$ cat src/rtl/drpi_pkg.sv
package drpi_pkg;

    // Field and register widths
    localparam int WHEEL_W    = 16;
    localparam int SUM_W      = WHEEL_W + 1;
    localparam int YAW_W      = 24;
    localparam int SCALE_W    = 24;
    localparam int TSTEP_W    = 32;
    localparam int POS_W      = 32;
    localparam int ANGLE_W    = 32;
    localparam int CFG_IDX_W  = 1;
    localparam int CFG_DATA_W = 32;

    // Multiply-accumulate datapath
    localparam int MAC_A_W   = 45;
    localparam int MAC_B_W   = 16;
    localparam int MAC_P_W   = MAC_A_W + MAC_B_W + 1;
    localparam int ACC_W     = 64;
    localparam int VEL_W     = 29;
    localparam int DIST_W    = 45;
    localparam int CX0_W     = 46;

    // Rotation datapath
    localparam int ROT_XY_W  = 48;
    localparam int ROT_Z_W   = 34;
    localparam int ROT_IDX_W = 5;

    localparam logic [SCALE_W-1:0]  SPEED_SCALE_RST = 24'd219502;
    localparam logic [TSTEP_W-1:0]  TIME_STEP_RST   = 32'd4294967;
    localparam logic [MAC_B_W-1:0]  INV_GAIN_Q16    = 16'd39797;
    localparam logic [ANGLE_W-1:0]  QUARTER_TURN    = 32'h4000_0000;
    localparam logic [ANGLE_W-1:0]  HALF_TURN       = 32'h8000_0000;
    localparam logic signed [POS_W-1:0] POS_MAX     = 32'sh7FFF_FFFF;
    localparam logic signed [POS_W-1:0] POS_MIN     = 32'sh8000_0000;

    typedef enum logic [CFG_IDX_W-1:0] {
        REG_SPEED_SCALE = 1'b0,
        REG_TIME_STEP   = 1'b1
    } cfg_reg_e;

    typedef enum logic [3:0] {
        ST_IDLE,
        ST_V_LO,
        ST_V_HI,
        ST_D_LO,
        ST_D_HI,
        ST_GAIN,
        ST_H_LO,
        ST_H_HI,
        ST_ROT,
        ST_UPD
    } state_t;

    typedef struct packed {
        logic en;
        logic first;
        logic hi;
    } mac_ctrl_t;

    typedef struct packed {
        logic                 load;
        logic                 step;
        logic [ROT_IDX_W-1:0] idx;
    } rot_ctrl_t;

    // atan(2^-i) in 2^-32 turn units, rounded to nearest
    function automatic logic [ANGLE_W-1:0] atan_lut(input logic [ROT_IDX_W-1:0] i);
        logic [ANGLE_W-1:0] r;
        case (i)
            5'd0:  r = 32'd536870912;
            5'd1:  r = 32'd316933406;
            5'd2:  r = 32'd167458907;
            5'd3:  r = 32'd85004756;
            5'd4:  r = 32'd42667331;
            5'd5:  r = 32'd21354465;
            5'd6:  r = 32'd10679838;
            5'd7:  r = 32'd5340245;
            5'd8:  r = 32'd2670163;
            5'd9:  r = 32'd1335087;
            5'd10: r = 32'd667544;
            5'd11: r = 32'd333772;
            5'd12: r = 32'd166886;
            5'd13: r = 32'd83443;
            5'd14: r = 32'd41722;
            5'd15: r = 32'd20861;
            5'd16: r = 32'd10430;
            5'd17: r = 32'd5215;
            5'd18: r = 32'd2608;
            5'd19: r = 32'd1304;
            5'd20: r = 32'd652;
            5'd21: r = 32'd326;
            5'd22: r = 32'd163;
            5'd23: r = 32'd81;
            5'd24: r = 32'd41;
            5'd25: r = 32'd20;
            5'd26: r = 32'd10;
            5'd27: r = 32'd5;
            5'd28: r = 32'd3;
            5'd29: r = 32'd1;
            5'd30: r = 32'd1;
            default: r = 32'd0;
        endcase
        return r;
    endfunction

endpackage

$ cat src/rtl/drpi_mac.sv
module drpi_mac
    import drpi_pkg::*;
(
    input  logic                      clk,
    input  mac_ctrl_t                 ctrl,
    input  logic signed [MAC_A_W-1:0] a,
    input  logic [MAC_B_W-1:0]        b,
    output logic [ACC_W-1:0]          acc
);

    logic [ACC_W-1:0]          acc_reg;
    logic [ACC_W-1:0]          acc_next;
    logic signed [MAC_B_W:0]   b_s;
    logic signed [MAC_P_W-1:0] prod;
    logic [ACC_W-1:0]          term;

    // Signed by unsigned half-word product, optionally weighted by 2^16
    always_comb
    begin
        b_s  = signed'({1'b0, b});
        prod = a * b_s;
        if (ctrl.hi)
        begin
            term = ACC_W'({prod, 16'h0000});
        end
        else
        begin
            term = ACC_W'(prod);
        end
        if (ctrl.first)
        begin
            acc_next = term;
        end
        else
        begin
            acc_next = acc_reg + term;
        end
    end

    always_ff @(posedge clk)
    begin
        if (ctrl.en)
        begin
            acc_reg <= acc_next;
        end
    end

    assign acc = acc_reg;

endmodule

$ cat config.mk
export PLATFORM = sky130hd
export DESIGN_NAME = drpi_mac
export DESIGN_NICKNAME = d
export VERILOG_FILES = /design/src/rtl/drpi_pkg.sv /design/src/rtl/drpi_mac.sv
export SDC_FILE = /design/constraint.sdc
export NUM_CORES = 2
export LEC_CHECK = 0
export ABC_CLOCK_PERIOD_IN_PS = 9150
export BUFFER_PORTS_ARGS = -buffer_cell sky130_fd_sc_hd__buf_2
export CAP_MARGIN = 5
export CORE_UTILIZATION = 45
export DETAILED_ROUTE_END_ITERATION = 8
export SETUP_SLACK_MARGIN = 0.02
export SLEW_MARGIN = 5
export SYNTH_ARGS = -nofsm -noshare
export SYNTH_HDL_FRONTEND = slang
export SYNTH_SLANG_ARGS = --single-unit
$ cat constraint.sdc
create_clock -name clk -period 9.15 [get_ports clk]
set_input_delay 0.4575 -clock clk [delete_from_list [all_inputs] [get_ports clk]]
set_output_delay 0.4575 -clock clk [all_outputs]
set_load 0.02 [all_outputs]
# == Word-level counts from Yosys, hierarchy flattened ==
# Index checks and enable logic that the tools add are counted.
# word_totals
word_cells,5
register_bits,64
input_bits,65
# op_classes
muxes,2
mul,1
addsub,1
# op_table
operator,count
two-way mux 64 bit,2
adder 64 bit,1
multiplier 45 x 17 -> 62 bit,1

# == Logic depth before layout (Yosys ltp) ==
# depth
word_depth,4
ltp_mapped,39
depth_no_buf,36

# == Worst setup path after synthesis ==
# No wires, ideal clock.
# synth_path
path_kind,in2reg
startpoint,input b[8]
endpoint,"register acc_reg[62], in the netlist acc[62] (data pin)"
arrival_time_ps,8551
setup_ps,260
t_required_ps,8890
setup_slack_ps,339
path_stages,36
cell_sequence,clkbuf_1 -> clkbuf_1 -> nand2_1 -> fa_1 -> inv_1 -> fa_1 -> inv_1 -> fa_1 -> inv_1 -> fa_1 -> fa_1 -> inv_1 -> fa_1 -> inv_1 -> ha_1 -> clkbuf_1 -> a21o_1 -> o21bai_1 -> a21oi_1 -> nand3_1 -> or3_1 -> a31o_2 -> a21oi_1 -> xnor2_1 -> mux2i_1 -> ha_1 -> and4_1 -> or3b_1 -> nor3_1 -> nor3b_1 -> o211ai_1 -> nand4b_1 -> a21oi_1 -> o31ai_1 -> xor2_1 -> mux2_2
# synth_via
elab_chain_len,4
# synth_rtl
element,line_no,source
start: declaration,drpi_mac.sv:7,"input logic [MAC_B_W-1:0] b,"
multiplier 45 x 17 -> 62 bit *,drpi_mac.sv:21,prod = a * b_s;
two-way mux 64 bit *,drpi_mac.sv:22,if (ctrl.hi)
adder 64 bit,drpi_mac.sv:36,acc_next = acc_reg + term;
two-way mux 64 bit *,drpi_mac.sv:30,if (ctrl.first)
named net acc_next[62],drpi_mac.sv:12,logic [ACC_W-1:0] acc_next;
end signal: assignment,drpi_mac.sv:44,acc_reg <= acc_next;
end: declaration,drpi_mac.sv:11,logic [ACC_W-1:0] acc_reg;
# Mark *: on every way through the listed nets, which the timed path passes. The rest lies on a longest branch.
# A chain may end at the register's enable or synchronous reset.

# == Worst setup path after layout ==
# layout_path
startpoint,input b[7]
endpoint,"register acc_reg[57], in the netlist acc[57] (data pin)"
# The elaborated chain is that of the path after synthesis.

==> run metrics <==
Syn Std Cell Area=32000 um^2; Final HPWL DP=76500 um; DP Cell Count=5072; final hold violations=0; Clock Tree Buf Depth=2; Worst Clk Skew=0.00519 ns; Slew Limit Headroom=0.352; DRT iter0 DRCs=roughly 1.3k; cell accounting for the most synthesized area=fa_1; CP Capture Type=flip-flop; Hold Path Sink=acc[0]; CTS hold repair buffers=0; Overflow after GRT=0; Die Y=269 um; Syn Nets=4732; most common cell in the netlist=inv_1; CP peak stage delay=0.55 ns; CP max stage cell=fa_1; worst hold path class=reg -> reg; post-synthesis sequential area ratio=0.0600; wire per inst=17.3 um; hold depth=2; top cells by count, synth=inv_1, fa_1, nand2_1; clock sinks=64; worst slew pin tran=0.973 ns; core area=70300 um^2; Min-Delay Startpoint=acc[0]; Yosys cell types=71; cells after synthesis=3778; sequential cell area=1920 um^2; Detail Route Antenna Nets=0; Max-Cap Viols=0; Seq cells post-synth=64; TritonCTS buffer count=9; total number of vias=26.1k; vias in the first global route=approximately 28k; dominant cells by area after synthesis=fa_1, inv_1, ha_1; routed wire length=88300 um; pre-CTS setup slack=-0.259 ns; Slew Viols, Final=0; Fill cells=6842; CTS tree=done; Post-synth EDFFs=64; Synth Flop Type=edfxtp_1; Initial Utilization=0.456; Syn. warnings=0; WP data required=9.25 ns; Worst setup SP type=input pin; post-route insts no fill=slightly above 5k; Clock Latency Late Sink=0.35 ns; r2r setup slk=about 5.6 ns; setup ws final=0.354 ns; Pre-antenna DRT Iters=6; ys async rst share=0; period utilisation layout=0.961; Rows=97; Multi-input gate area=26400 um^2; drt drc=0; critical path data arrival time=8.90 ns; Largest register FFs=64; share of layout cells above drive strength 1=0.156; crit path max fanout=16; # setup viols final=0; gr usage total=0.257; RR Endpoint=acc[58]; fmax=between 100 and 150 MHz; Clock transition at path regs=0.06 ns; Root Buffer Master=clkbuf_16; Crit path top cell by count=fa_1; I/O Buffers=128; P&R area growth vs syn=15.0%; largest net degree at the start of global routing=65; IO Pins=129; outcome=completed; Via density=~5.1; syn avg cell area=roughly 8.5 um^2; Tmin final=8.80 ns; Die W=269 um; die area=72300 um^2; worst-case reg-to-reg path depth=14; final RePlAce weighted congestion=0.936; nets=a little over 5k; crit path from=b[7]; H-tree levels=3; worst r2r src=acc[0]; Fin Hold WS=0.796 ns; antenna violations before repair=0; top-area cell type share of the netlist area=0.420; crit path kind=in -> reg; first-pass GRT wire length=147000 um
-- how the worst max path moves through the flow --
stage	endpoint	slack, ns	cells after the start
floorplan	acc[62]	0.34	36
global placement	acc[58]	-0.25	36
detailed placement	acc[58]	-0.26	36
CTS	acc[58]	0.05	36
global route	acc[62]	-0.01	34
finish	acc[57]	0.35	35
-- stage by stage --
step / instance area, um^2 / util / setup TNS, ns
final: 36900 / 0.524 / 0
after global routing: 36800 / 0.524 / -0.0181
after CTS: 36600 / 0.521 / 0
after detailed placement: 36400 / 0.518 / -2.05
after global placement: 36400 / 0.518 / -1.66
after floorplan: 32000 / - / 0
-- cells by family (layout without fill, tap and decap cells) --
kind of cell,Yosys count,after routing,synth area share
adder cells (fa/ha/maj),889,889,0.505
AO/OA/AOI/OAI,499,499,0.0991
buffers and inverters,1023,1398,0.120
flip-flops,64,64,0.0600
XOR/XNOR,117,117,0.0320
other,0,1,0
multiplexers,41,41,0.0142
AND/OR/NAND/NOR,1145,1145,0.170
-- layout make-up --
| class | instances | area share |
|---|---|---|
| antenna | 1 | 0.0000679 |
| clock buffer | 10 | 0.00621 |
| clock inverter | 5 | 0.00132 |
| inverter | 834 | 0.0849 |
| multi-input combinational | 2691 | 0.716 |
| sequential | 64 | 0.0522 |
| tap | 940 | 0.0319 |
| timing repair buffer | 549 | 0.107 |
-- per-layer routing --
metal | up-vias | share of wire | routed length, um | GRT usage
met5 | - | 0 | 0 | 0
met4 | 0 | 0.021 | 1900 | 0.0551
met3 | 102 | 0.029 | 2520 | 0.0163
met2 | 503 | 0.52 | 45800 | 0.473
met1 | 13300 | 0.43 | 38000 | 0.331
li1 | 12300 | - | - | -
-- cell usage in the layout (no fill, tap or decap), types with 34 or more instances in the layout --
cell and n:
a21o_1 82, a21oi_1 165, and2_1 315, buf_2 122, buf_4 415, edfxtp_1 64
fa_1 671, ha_1 214, inv_1 833, mux2_2 35, nand2_1 574, nand3_1 38
nand4_1 34, nor2_1 93, o21ai_0 96, xnor2_1 70, xor2_1 46
-- timing repair --
| item | in CTS | in global routing |
|---|---|---|
| endpoints found under the setup margin | 0 | 21 |
| buffers inserted | 0 | 6 |
| gates resized for setup | 0 | 51 |
-- critical path: cells and delay by family --
family / cells / cell delay, ns
buf+inv: 8 / 0.98
compound gates: 6 / 1.55
simple gates: 9 / 1.61
fa+ha+maj: 8 / 3.54
mux: 2 / 0.54
xor+xnor: 2 / 0.21
Power is not shown: default switching activity piles up to over one toggle a cycle in this logic, so the estimate is an artifact.
